$ cat config.mk
export PLATFORM = sky130hd
export DESIGN_NAME = tone_cue_sequencer_top_flat
export DESIGN_NICKNAME = d
export VERILOG_FILES = /design/src/rtl/core/tcs_pkg.sv /design/src/rtl/core/tcs_in_if.sv /design/src/rtl/core/tcs_out_if.sv /design/src/rtl/core/tcs_cfg_if.sv /design/src/rtl/core/tone_cue_sequencer_top.sv /design/src/rtl/core/tcs_step.sv /design/src/rtl/core/tcs_out_reg.sv /design/src/flat_wrapper.sv
export SDC_FILE = /design/constraint.sdc
export NUM_CORES = 1
export LEC_CHECK = 0
export BUFFER_PORTS_ARGS = -buffer_cell sky130_fd_sc_hd__buf_2
export CORE_UTILIZATION = 57
export DETAILED_ROUTE_END_ITERATION = 12
export PLACE_DENSITY = 0.81
export REMOVE_ABC_BUFFERS = 1
export SETUP_SLACK_MARGIN = 0.02
export SYNTH_ARGS = -nofsm -noshare
export SYNTH_HDL_FRONTEND = slang
export SYNTH_SLANG_ARGS = --single-unit
$ cat constraint.sdc
create_clock -name clk -period 5.1 [get_ports clk]
set_input_delay 1.02 -clock clk [delete_from_list [all_inputs] [get_ports clk]]
set_output_delay 1.02 -clock clk [all_outputs]
set_load 0.1 [all_outputs]
$ cat src/rtl/core/tcs_pkg.sv
// Package: shared widths, codes, result type and motif tables of the tone cue sequencer.
`default_nettype none
package tcs_pkg;

    localparam int unsigned NUM_CUES  = 7;
    localparam int unsigned ROM_NOTES = 8;
    localparam int unsigned MAX_NOTES = 4;

    localparam int unsigned CUE_W   = 3;
    localparam int unsigned IDX_W   = 3;
    localparam int unsigned CNT_W   = 4;
    localparam int unsigned FREQ_W  = 11;
    localparam int unsigned DUR_W   = 8;
    localparam int unsigned RGB_W   = 24;
    localparam int unsigned GAP_W   = 10;
    localparam int unsigned WAIT_W  = 12;
    localparam int unsigned CFG_IDX_W  = 1;
    localparam int unsigned CFG_DATA_W = 10;

    localparam logic [GAP_W-1:0] GAP_RESET = GAP_W'(65);

    typedef enum logic
    {
        REQ_TICK = 1'b0,
        REQ_CUE  = 1'b1
    } req_type_t;

    typedef enum logic [CFG_IDX_W-1:0]
    {
        CFG_SOUND_ENABLE = 1'b0,
        CFG_NOTE_GAP     = 1'b1
    } cfg_idx_t;

    typedef struct packed
    {
        logic                   valid;
        logic [CFG_IDX_W-1:0]   index;
        logic [CFG_DATA_W-1:0]  data;
    } tcs_cfg_wr_t;

    typedef struct packed
    {
        logic               speaker_stop;
        logic               flash_valid;
        logic [RGB_W-1:0]   flash_rgb;
        logic               tone_valid;
        logic [FREQ_W-1:0]  tone_freq;
        logic [DUR_W-1:0]   tone_ms;
        logic               busy_res;
    } tcs_result_t;

    localparam logic [FREQ_W-1:0] FREQ_ROM [NUM_CUES][ROM_NOTES] = '{
        '{11'd523, 11'd659, 11'd0,   11'd0,    11'd0, 11'd0, 11'd0, 11'd0},
        '{11'd659, 11'd880, 11'd0,   11'd0,    11'd0, 11'd0, 11'd0, 11'd0},
        '{11'd659, 11'd440, 11'd330, 11'd0,    11'd0, 11'd0, 11'd0, 11'd0},
        '{11'd440, 11'd440, 11'd0,   11'd0,    11'd0, 11'd0, 11'd0, 11'd0},
        '{11'd523, 11'd659, 11'd1047, 11'd0,   11'd0, 11'd0, 11'd0, 11'd0},
        '{11'd523, 11'd659, 11'd784, 11'd1047, 11'd0, 11'd0, 11'd0, 11'd0},
        '{11'd880, 11'd0,   11'd0,   11'd0,    11'd0, 11'd0, 11'd0, 11'd0}
    };

    localparam logic [DUR_W-1:0] DUR_ROM [NUM_CUES][ROM_NOTES] = '{
        '{8'd90,  8'd120, 8'd0,   8'd0,   8'd0, 8'd0, 8'd0, 8'd0},
        '{8'd90,  8'd140, 8'd0,   8'd0,   8'd0, 8'd0, 8'd0, 8'd0},
        '{8'd100, 8'd100, 8'd180, 8'd0,   8'd0, 8'd0, 8'd0, 8'd0},
        '{8'd70,  8'd70,  8'd0,   8'd0,   8'd0, 8'd0, 8'd0, 8'd0},
        '{8'd80,  8'd80,  8'd160, 8'd0,   8'd0, 8'd0, 8'd0, 8'd0},
        '{8'd80,  8'd80,  8'd80,  8'd180, 8'd0, 8'd0, 8'd0, 8'd0},
        '{8'd200, 8'd0,   8'd0,   8'd0,   8'd0, 8'd0, 8'd0, 8'd0}
    };

    localparam logic [CNT_W-1:0] COUNT_ROM [NUM_CUES] = '{
        4'd2, 4'd2, 4'd3, 4'd2, 4'd3, 4'd4, 4'd1
    };

    localparam logic [RGB_W-1:0] RGB_ROM [NUM_CUES] = '{
        24'h0000A0, 24'h00A000, 24'hA00000, 24'h785000,
        24'h00A000, 24'h00A000, 24'h000000
    };

    function automatic logic [CNT_W-1:0] motif_len(input logic [CUE_W-1:0] cue);
        logic [CNT_W-1:0] n;
        n = COUNT_ROM[cue];
        return (n > CNT_W'(MAX_NOTES)) ? CNT_W'(MAX_NOTES) : n;
    endfunction

endpackage
`default_nettype wire

$ cat src/rtl/core/tcs_in_if.sv
// Interface: input channel carrying tick and cue request beats.
`default_nettype none
interface tcs_in_if
    import tcs_pkg::*;
();
    logic              valid;
    logic              ready;
    logic              req_type;
    logic [CUE_W-1:0]  cue_id;

    modport source (output valid, output req_type, output cue_id, input ready);
    modport sink   (input valid, input req_type, input cue_id, output ready);
endinterface
`default_nettype wire

$ cat src/rtl/core/tcs_out_if.sv
// Interface: result channel carrying speaker, flash and tone commands.
`default_nettype none
interface tcs_out_if
    import tcs_pkg::*;
();
    logic               valid;
    logic               ready;
    logic               speaker_stop;
    logic               flash_valid;
    logic [RGB_W-1:0]   flash_rgb;
    logic               tone_valid;
    logic [FREQ_W-1:0]  tone_freq;
    logic [DUR_W-1:0]   tone_ms;
    logic               busy_res;

    modport source (output valid, output speaker_stop, output flash_valid, output flash_rgb,
                    output tone_valid, output tone_freq, output tone_ms, output busy_res,
                    input ready);
    modport sink   (input valid, input speaker_stop, input flash_valid, input flash_rgb,
                    input tone_valid, input tone_freq, input tone_ms, input busy_res,
                    output ready);
endinterface
`default_nettype wire

$ cat src/rtl/core/tcs_cfg_if.sv
// Interface: configuration write channel.
`default_nettype none
interface tcs_cfg_if
    import tcs_pkg::*;
();
    logic                   valid;
    logic                   ready;
    logic [CFG_IDX_W-1:0]   index;
    logic [CFG_DATA_W-1:0]  data;

    modport source (output valid, output index, output data, input ready);
    modport sink   (input valid, input index, input data, output ready);
endinterface
`default_nettype wire

$ cat src/rtl/core/tone_cue_sequencer_top.sv
// Top level: tone cue sequencer with input, result and configuration channels.
//
//  channel  | dir | handshake     | payload
//  ---------+-----+---------------+---------------------------------------------
//  in_ch    | in  | valid / ready | req_type, cue_id
//  out_ch   | out | valid / ready | speaker_stop, flash_valid, flash_rgb,
//           |     |               | tone_valid, tone_freq, tone_ms, busy_res
//  cfg      | in  | valid / ready | index (0 sound_enable, 1 note_gap_ms), data
//
// One beat per cycle: each accepted beat yields its result beat in the next cycle.
// The single result register sets the rate; in_ch.ready drops only while it is full
// and out_ch.ready is low. cfg.ready is always high.
// Reset (rst_n low, asynchronous) empties the result register and restores defaults.
`default_nettype none
module tone_cue_sequencer_top
    import tcs_pkg::*;
(
    input  wire logic  clk,
    input  wire logic  rst_n,
    tcs_in_if.sink     in_ch,
    tcs_out_if.source  out_ch,
    tcs_cfg_if.sink    cfg
);

    tcs_cfg_wr_t  cfg_wr;
    tcs_result_t  step_result;
    tcs_result_t  out_result;
    logic         in_ready;
    logic         in_acc;

    assign cfg.ready    = 1'b1;
    assign cfg_wr.valid = cfg.valid;
    assign cfg_wr.index = cfg.index;
    assign cfg_wr.data  = cfg.data;

    assign in_ch.ready = in_ready;
    assign in_acc      = in_ch.valid && in_ready;

    tcs_step u_step
    (
        .clk      (clk),
        .rst_n    (rst_n),
        .cfg_wr   (cfg_wr),
        .in_acc   (in_acc),
        .req_type (in_ch.req_type),
        .cue_id   (in_ch.cue_id),
        .result   (step_result)
    );

    tcs_out_reg u_out_reg
    (
        .clk        (clk),
        .rst_n      (rst_n),
        .in_valid   (in_ch.valid),
        .in_ready   (in_ready),
        .in_result  (step_result),
        .out_valid  (out_ch.valid),
        .out_ready  (out_ch.ready),
        .out_result (out_result)
    );

    assign out_ch.speaker_stop = out_result.speaker_stop;
    assign out_ch.flash_valid  = out_result.flash_valid;
    assign out_ch.flash_rgb    = out_result.flash_rgb;
    assign out_ch.tone_valid   = out_result.tone_valid;
    assign out_ch.tone_freq    = out_result.tone_freq;
    assign out_ch.tone_ms      = out_result.tone_ms;
    assign out_ch.busy_res     = out_result.busy_res;

endmodule
`default_nettype wire

$ cat src/rtl/core/tcs_step.sv
// Module: configuration registers, cue state and the single-pass next-state and result logic.
`default_nettype none
module tcs_step
    import tcs_pkg::*;
(
    input  wire logic              clk,
    input  wire logic              rst_n,
    input  wire tcs_cfg_wr_t       cfg_wr,
    input  wire logic              in_acc,
    input  wire logic              req_type,
    input  wire logic [CUE_W-1:0]  cue_id,
    output tcs_result_t            result
);

    logic               sound_enable_reg, sound_enable_next;
    logic [GAP_W-1:0]   note_gap_reg, note_gap_next;
    logic               pending_valid_reg, pending_valid_next;
    logic [CUE_W-1:0]   pending_cue_reg, pending_cue_next;
    logic               playing_reg, playing_next;
    logic [CUE_W-1:0]   current_cue_reg, current_cue_next;
    logic [IDX_W-1:0]   note_index_reg, note_index_next;
    logic [WAIT_W-1:0]  wait_reg, wait_next;

    always_comb
    begin
        sound_enable_next = sound_enable_reg;
        note_gap_next     = note_gap_reg;
        if (cfg_wr.valid)
        begin
            unique case (cfg_wr.index)
                CFG_SOUND_ENABLE: sound_enable_next = cfg_wr.data[0];
                CFG_NOTE_GAP:     note_gap_next     = cfg_wr.data[GAP_W-1:0];
                default:          ;
            endcase
        end
    end

    always_comb
    begin
        logic               start;
        logic [CUE_W-1:0]   cur;
        logic [IDX_W-1:0]   idx;
        logic [WAIT_W-1:0]  w;
        logic               pl;
        logic [DUR_W-1:0]   dur;

        pending_valid_next = pending_valid_reg;
        pending_cue_next   = pending_cue_reg;
        playing_next       = playing_reg;
        current_cue_next   = current_cue_reg;
        note_index_next    = note_index_reg;
        wait_next          = wait_reg;
        result             = '0;

        start = pending_valid_reg && (pending_cue_reg < CUE_W'(NUM_CUES));
        cur   = start ? pending_cue_reg : current_cue_reg;
        idx   = start ? '0 : note_index_reg;
        w     = start ? '0 : wait_reg;
        pl    = start ? 1'b1 : playing_reg;
        dur   = '0;

        if (in_acc)
        begin
            if (req_type == REQ_CUE)
            begin
                if (cue_id < CUE_W'(NUM_CUES))
                begin
                    pending_valid_next = 1'b1;
                    pending_cue_next   = cue_id;
                end
            end
            else
            begin
                pending_valid_next = 1'b0;
                current_cue_next   = cur;
                note_index_next    = idx;
                playing_next       = pl;
                result.speaker_stop = start;
                result.flash_valid  = start;
                result.flash_rgb    = start ? RGB_ROM[cur] : '0;
                if (pl && (cur < CUE_W'(NUM_CUES)))
                begin
                    if (w != '0)
                    begin
                        w = w - WAIT_W'(1);
                    end
                    wait_next = w;
                    if (w == '0)
                    begin
                        dur = DUR_ROM[cur][idx];
                        if (sound_enable_reg)
                        begin
                            result.tone_valid = 1'b1;
                            result.tone_freq  = FREQ_ROM[cur][idx];
                            result.tone_ms    = dur;
                        end
                        wait_next       = WAIT_W'(dur) + WAIT_W'(note_gap_reg);
                        note_index_next = idx + IDX_W'(1);
                        playing_next    = ({1'b0, idx} + CNT_W'(1)) < motif_len(cur);
                    end
                end
                else
                begin
                    wait_next    = w;
                    playing_next = 1'b0;
                end
            end
        end
        result.busy_res = playing_next;
    end

    always_ff @(posedge clk or negedge rst_n)
    begin
        if (!rst_n)
        begin
            sound_enable_reg  <= 1'b1;
            note_gap_reg      <= GAP_RESET;
            pending_valid_reg <= 1'b0;
            pending_cue_reg   <= '0;
            playing_reg       <= 1'b0;
            current_cue_reg   <= '0;
            note_index_reg    <= '0;
            wait_reg          <= '0;
        end
        else
        begin
            sound_enable_reg  <= sound_enable_next;
            note_gap_reg      <= note_gap_next;
            pending_valid_reg <= pending_valid_next;
            pending_cue_reg   <= pending_cue_next;
            playing_reg       <= playing_next;
            current_cue_reg   <= current_cue_next;
            note_index_reg    <= note_index_next;
            wait_reg          <= wait_next;
        end
    end

    a_playing_cue_ok: assert property (@(posedge clk) disable iff (!rst_n)
        playing_reg |-> (current_cue_reg < CUE_W'(NUM_CUES)))
        else $error("playing with an invalid cue");

    a_index_bound: assert property (@(posedge clk) disable iff (!rst_n)
        playing_reg |-> ({1'b0, note_index_reg} < CNT_W'(MAX_NOTES)))
        else $error("note index ran past the motif");

    a_tick_clears_mailbox: assert property (@(posedge clk) disable iff (!rst_n)
        (in_acc && (req_type == REQ_TICK)) |=> !pending_valid_reg)
        else $error("mailbox survived a tick");

    a_start_stops_speaker: assert property (@(posedge clk) disable iff (!rst_n)
        (in_acc && (req_type == REQ_TICK) && pending_valid_reg)
        |-> (result.speaker_stop && result.flash_valid))
        else $error("cue start without speaker stop");

endmodule
`default_nettype wire

$ cat src/rtl/core/tcs_out_reg.sv
// Module: result register that decouples the input handshake from the result handshake.
`default_nettype none
module tcs_out_reg
    import tcs_pkg::*;
(
    input  wire logic         clk,
    input  wire logic         rst_n,
    input  wire logic         in_valid,
    output logic              in_ready,
    input  wire tcs_result_t  in_result,
    output logic              out_valid,
    input  wire logic         out_ready,
    output tcs_result_t       out_result
);

    logic         valid_reg, valid_next;
    tcs_result_t  data_reg;
    logic         load;

    assign in_ready = !valid_reg || out_ready;
    assign load     = in_valid && in_ready;

    always_comb
    begin
        valid_next = valid_reg;
        if (load)
        begin
            valid_next = 1'b1;
        end
        else if (out_ready)
        begin
            valid_next = 1'b0;
        end
    end

    always_ff @(posedge clk or negedge rst_n)
    begin
        if (!rst_n)
        begin
            valid_reg <= 1'b0;
        end
        else
        begin
            valid_reg <= valid_next;
        end
    end

    always_ff @(posedge clk)
    begin
        if (load)
        begin
            data_reg <= in_result;
        end
    end

    assign out_valid  = valid_reg;
    assign out_result = data_reg;

    a_stall_only_when_full: assert property (@(posedge clk) disable iff (!rst_n)
        !in_ready |-> (valid_reg && !out_ready))
        else $error("input stalled with an empty result register");

    a_load_sets_valid: assert property (@(posedge clk) disable iff (!rst_n)
        load |=> valid_reg)
        else $error("accepted beat lost");

endmodule
`default_nettype wire

$ cat src/flat_wrapper.sv
// flat-port wrapper written by rule: the top's interface ports become plain ports
module tone_cue_sequencer_top_flat import tcs_pkg::*;
  (clk, rst_n, in_ch_valid, in_ch_req_type, in_ch_cue_id, in_ch_ready, out_ch_valid, out_ch_speaker_stop, out_ch_flash_valid, out_ch_flash_rgb, out_ch_tone_valid, out_ch_tone_freq, out_ch_tone_ms, out_ch_busy_res, out_ch_ready, cfg_valid, cfg_index, cfg_data, cfg_ready);
  tcs_in_if in_ch_i ();
  tcs_out_if out_ch_i ();
  tcs_cfg_if cfg_i ();
  input  wire logic clk;
  input  wire logic rst_n;
  input wire logic [$bits(in_ch_i.valid)-1:0] in_ch_valid;
  input wire logic [$bits(in_ch_i.req_type)-1:0] in_ch_req_type;
  input wire logic [$bits(in_ch_i.cue_id)-1:0] in_ch_cue_id;
  output wire logic [$bits(in_ch_i.ready)-1:0] in_ch_ready;
  output wire logic [$bits(out_ch_i.valid)-1:0] out_ch_valid;
  output wire logic [$bits(out_ch_i.speaker_stop)-1:0] out_ch_speaker_stop;
  output wire logic [$bits(out_ch_i.flash_valid)-1:0] out_ch_flash_valid;
  output wire logic [$bits(out_ch_i.flash_rgb)-1:0] out_ch_flash_rgb;
  output wire logic [$bits(out_ch_i.tone_valid)-1:0] out_ch_tone_valid;
  output wire logic [$bits(out_ch_i.tone_freq)-1:0] out_ch_tone_freq;
  output wire logic [$bits(out_ch_i.tone_ms)-1:0] out_ch_tone_ms;
  output wire logic [$bits(out_ch_i.busy_res)-1:0] out_ch_busy_res;
  input wire logic [$bits(out_ch_i.ready)-1:0] out_ch_ready;
  input wire logic [$bits(cfg_i.valid)-1:0] cfg_valid;
  input wire logic [$bits(cfg_i.index)-1:0] cfg_index;
  input wire logic [$bits(cfg_i.data)-1:0] cfg_data;
  output wire logic [$bits(cfg_i.ready)-1:0] cfg_ready;
  assign in_ch_i.valid = in_ch_valid;
  assign in_ch_i.req_type = in_ch_req_type;
  assign in_ch_i.cue_id = in_ch_cue_id;
  assign in_ch_ready = in_ch_i.ready;
  assign out_ch_valid = out_ch_i.valid;
  assign out_ch_speaker_stop = out_ch_i.speaker_stop;
  assign out_ch_flash_valid = out_ch_i.flash_valid;
  assign out_ch_flash_rgb = out_ch_i.flash_rgb;
  assign out_ch_tone_valid = out_ch_i.tone_valid;
  assign out_ch_tone_freq = out_ch_i.tone_freq;
  assign out_ch_tone_ms = out_ch_i.tone_ms;
  assign out_ch_busy_res = out_ch_i.busy_res;
  assign out_ch_i.ready = out_ch_ready;
  assign cfg_i.valid = cfg_valid;
  assign cfg_i.index = cfg_index;
  assign cfg_i.data = cfg_data;
  assign cfg_ready = cfg_i.ready;
  tone_cue_sequencer_top u_core (.clk(clk), .rst_n(rst_n), .in_ch(in_ch_i), .out_ch(out_ch_i), .cfg(cfg_i));
endmodule
==> flow_metrics.tcl <==
set metrics [dict create \
    clkTransAtPathRegs_ns 0.07 \
    drt-total-wl_mm 9.31 \
    critPathLaunchType "flip-flop" \
    synthFlopType "dfrtp_1" \
    layout-area-overhead-vs-synth_pct 10.3 \
    netlist_area_mm2 0.00399 \
    period_share_pct 86.6 \
    comb_power_share_pct 53.2 \
    synth_edf_count 25 \
    die_area_mm2 0.00734 \
    cts_setup_buffers 0 \
    intPower_uw 1310 \
    synthCells 428 \
    cts-root-buf "clkbuf_8" \
    yosysMostFrequentCell "nor2_1" \
    synth_top_family_by_area "compound AO/OA/AOI/OAI gates" \
    numCtsBuffers 9 \
    viasPerCell 6.14 \
    maxCapViolCount 0 \
    fmax_ghz 0.226 \
    met3_length_um 717 \
    avgSynthCellArea_um2 9.32 \
    gr-total-overflow 0 \
    crit_path_max_fanout 10 \
    period_minus_slack_ns 4.42 \
    ant_nets 0 \
    place_congestion 0.889 \
    ctsHoldBuffers 0 \
    h-tree-depth 3 \
    final_max_slew_viol_count 0 \
    status "complete, no violations" \
    cts_tree "done" \
    drc_errors 0 \
    fin_nets 507 \
    dpl.hpwl_mm 6.78 \
    synth_xor_area_share_pct 2.63 \
    clkSinkCount 60 \
    p_clk_share_pct 17.6 \
    synth-compound-area-share_pct 20.0 \
    ios 70 \
    setup_violations 0 \
    n_antenna_cell 0 \
    vdd_drop_max_uv 247 \
    yosysWarnings 0 \
    fin_skew_ns 0.0145 \
    hold_viol_final 0 \
    tightest_slew_ns 0.971 \
    antenna_found_initial 0 \
    pwr-share-seq_pct 29.2 \
    yosysUniqueCellTypes 64 \
    maxSlewHeadroom_pct 35.2 \
    largest_register_ff_count 25 \
    startpoint "u_core.u_step.pending_valid_reg" \
    fin_util_pct 64.8 \
    tns_ns 0 \
    ys_ff_latch 60 \
    synthArstFlopShare_pct 58.3 \
    fillers 576 \
    dr_wl_met2_mm 4.38 \
    r2r_end "u_core.u_step.wait_reg[10]" \
    max-clock-path-buffers 2 \
    clkLatencyLatePin_ns 0.35 \
    synthTopCellsByCount "nor2_1, dfrtp_1, nand2_1" \
    cellLeakagePower_uw 0.00192 \
    swShare_pct 47.5 \
    routedWlPerCell_um 16.4 \
    die_h_um 85.7 \
    worstSetupPathType "flip-flop to flip-flop" \
    drive_above_1_share_pct 21.4 \
    start_util_pct 58.7 \
    synth.largest_area_cell "dfrtp_1" \
    fp-row-count 30 \
    grtUsageTotal_pct 26.9 \
    rrSetupSlack_ns 0.68 \
    synth-seq-area-share_pct 40.9 \
    grt_pass1_vias 3174 \
    r2r_cells 16 \
    worstPathArrival_ns 4.65 \
    grt_max_degree 36 \
    die_width_um 85.7 \
    cp-end-kind "flip-flop" \
    portBuffers 54 \
    met1_length_mm 3.86 \
    synth.area.mux_share_pct 4.45 \
    rsz0062_at_grt "false" \
    synth_adder_area_share_pct 6.46 \
    crit_end "u_core.u_step.wait_reg[10]" \
    core_area_mm2 0.00679 \
    yosys.area_share.simple_pct 17.2 \
    dr.max_layer_used "met4" \
    cp.required_ns 5.33 \
    p_per_area_mw_per_mm2 566 \
    vias 3487 \
    switching_power_uw 1190 \
    drt_iter0_drc 217 \
    synthTopCellsByArea "dfrtp_1, edfxtp_1, ha_1, buf_4, mux2_2" \
    synth_top_area_share_pct 20.1 \
    min_path_type "flip-flop to flip-flop" \
    first_pass_iters 5 \
    cts_resized 0 \
    r2r_start "u_core.u_step.pending_valid_reg" \
    grt_pass1_wl_mm 15.3 \
]
how the worst min path moves through the flow:
stage	start	end	slack, ns	cells past startpoint
3_5_place_dp	u_core.u_step.current_cue_reg[0]	u_core.u_step.current_cue_reg[0]	0.49	1
2_1_floorplan	u_core.u_step.current_cue_reg[1]	u_core.u_step.current_cue_reg[1]	0.45	2
5_1_grt	u_core.u_step.note_gap_reg[7]	u_core.u_step.note_gap_reg[7]	0.53	1
6_report	u_core.u_step.current_cue_reg[0]	u_core.u_step.current_cue_reg[0]	0.50	1
4_1_cts	u_core.u_step.current_cue_reg[0]	u_core.u_step.current_cue_reg[0]	0.50	1
3_3_place_gp	u_core.u_step.current_cue_reg[2]	u_core.u_step.current_cue_reg[2]	0.48	2
area by class of cell:
type | instances | area, um^2 | share of cell area (%)
multi-input cells | 320 | 2080 | 47.2
repair buffers | 60 | 315 | 7.16
flip-flops and latches | 60 | 1630 | 37.0
clock inverters | 2 | 35.0 | 0.796
inverters | 16 | 60.1 | 1.36
clock buffers | 14 | 163 | 3.70
well taps | 96 | 120 | 2.73
routing by layer:
| metal | up-vias | GRT usage [%] |
|---|---|---|
| li1 | 1617 | - |
| met1 | 1630 | 33.5 |
| met2 | 203 | 42.9 |
| met3 | 37 | 7.51 |
| met4 | 0 | 14.2 |
| met5 | - | 0 |
metrics by stage:
stage | area [um^2] | cells | hold WS (ns) | worst slack, ns | power [uW]
final | 4400 | 568 | 0.505 | 0.682 | 2490
after floorplan | 3770 | 396 | 0.451 | 0.754 | 1710
after detailed placement | 4200 | 552 | 0.488 | 0.723 | 2030
after global placement | 4200 | 552 | 0.478 | 0.997 | 2010
after CTS | 4400 | 568 | 0.505 | 0.727 | 2470
after global routing | 4400 | 568 | 0.526 | 0.285 | 2650
cells by family after synthesis:
kind of cell / count (synthesis)
and+or+nand+nor: 143
AOI/OAI and AO/OA: 114
buffers and inverters: 61
DFF: 60
adders and majority gates: 20
muxes: 16
xor gates and xnor gates: 12
other: 2
critical path, cell delays in order, from the launching register on:
cell and delay (ns):
dfrtp_1 0.48, a21boi_0 0.21, o22a_1 0.39, inv_1 0.20
nor3_1 0.45, inv_1 0.21, o21ai_0 0.18, o21ai_0 0.13
nor2_1 0.22, ha_1 0.26, a21o_1 0.17, a21oi_1 0.21
o21bai_1 0.11, a2111oi_0 0.40, nor3_1 0.14, and3_1 0.20
a221o_1 0.33
power by group through the flow:
stage                     Clock (uW)  Sequential [uW]  Combinational, uW
after detailed placement           0              729               1300
after global routing             464              737               1450
final                            440              728               1330
after global placement             0              724               1280
after floorplan                    0              821                891
after CTS                        443              722               1300
placed cells by master, fill, tap and decap left out, types with 5 or more instances in the layout:
| master | Yosys | layout |
|---|---|---|
| nand2_1 | 31 | 31 |
| dfrtp_1 | 32 | 32 |
| buf_4 | 23 | 6 |
| nor4_1 | 5 | 5 |
| o21ai_0 | 27 | 27 |
| ha_1 | 19 | 19 |
| buf_2 | 6 | 54 |
| inv_1 | 15 | 15 |
| o22ai_1 | 5 | 5 |
| nand3_1 | 14 | 14 |
| conb_1 | 2 | 15 |
| nor2_1 | 42 | 42 |
| a31oi_1 | 6 | 6 |
| clkbuf_8 | 0 | 11 |
| nand4_1 | 5 | 5 |
| a221o_1 | 5 | 5 |
| a21oi_1 | 19 | 19 |
| mux2_2 | 14 | 14 |
| xnor2_1 | 9 | 9 |
| o211ai_1 | 7 | 7 |
| edfxtp_1 | 25 | 25 |
| and3_1 | 6 | 6 |
| nor3_1 | 21 | 21 |
No activity file was read; power rests on OpenSTA's default activity.
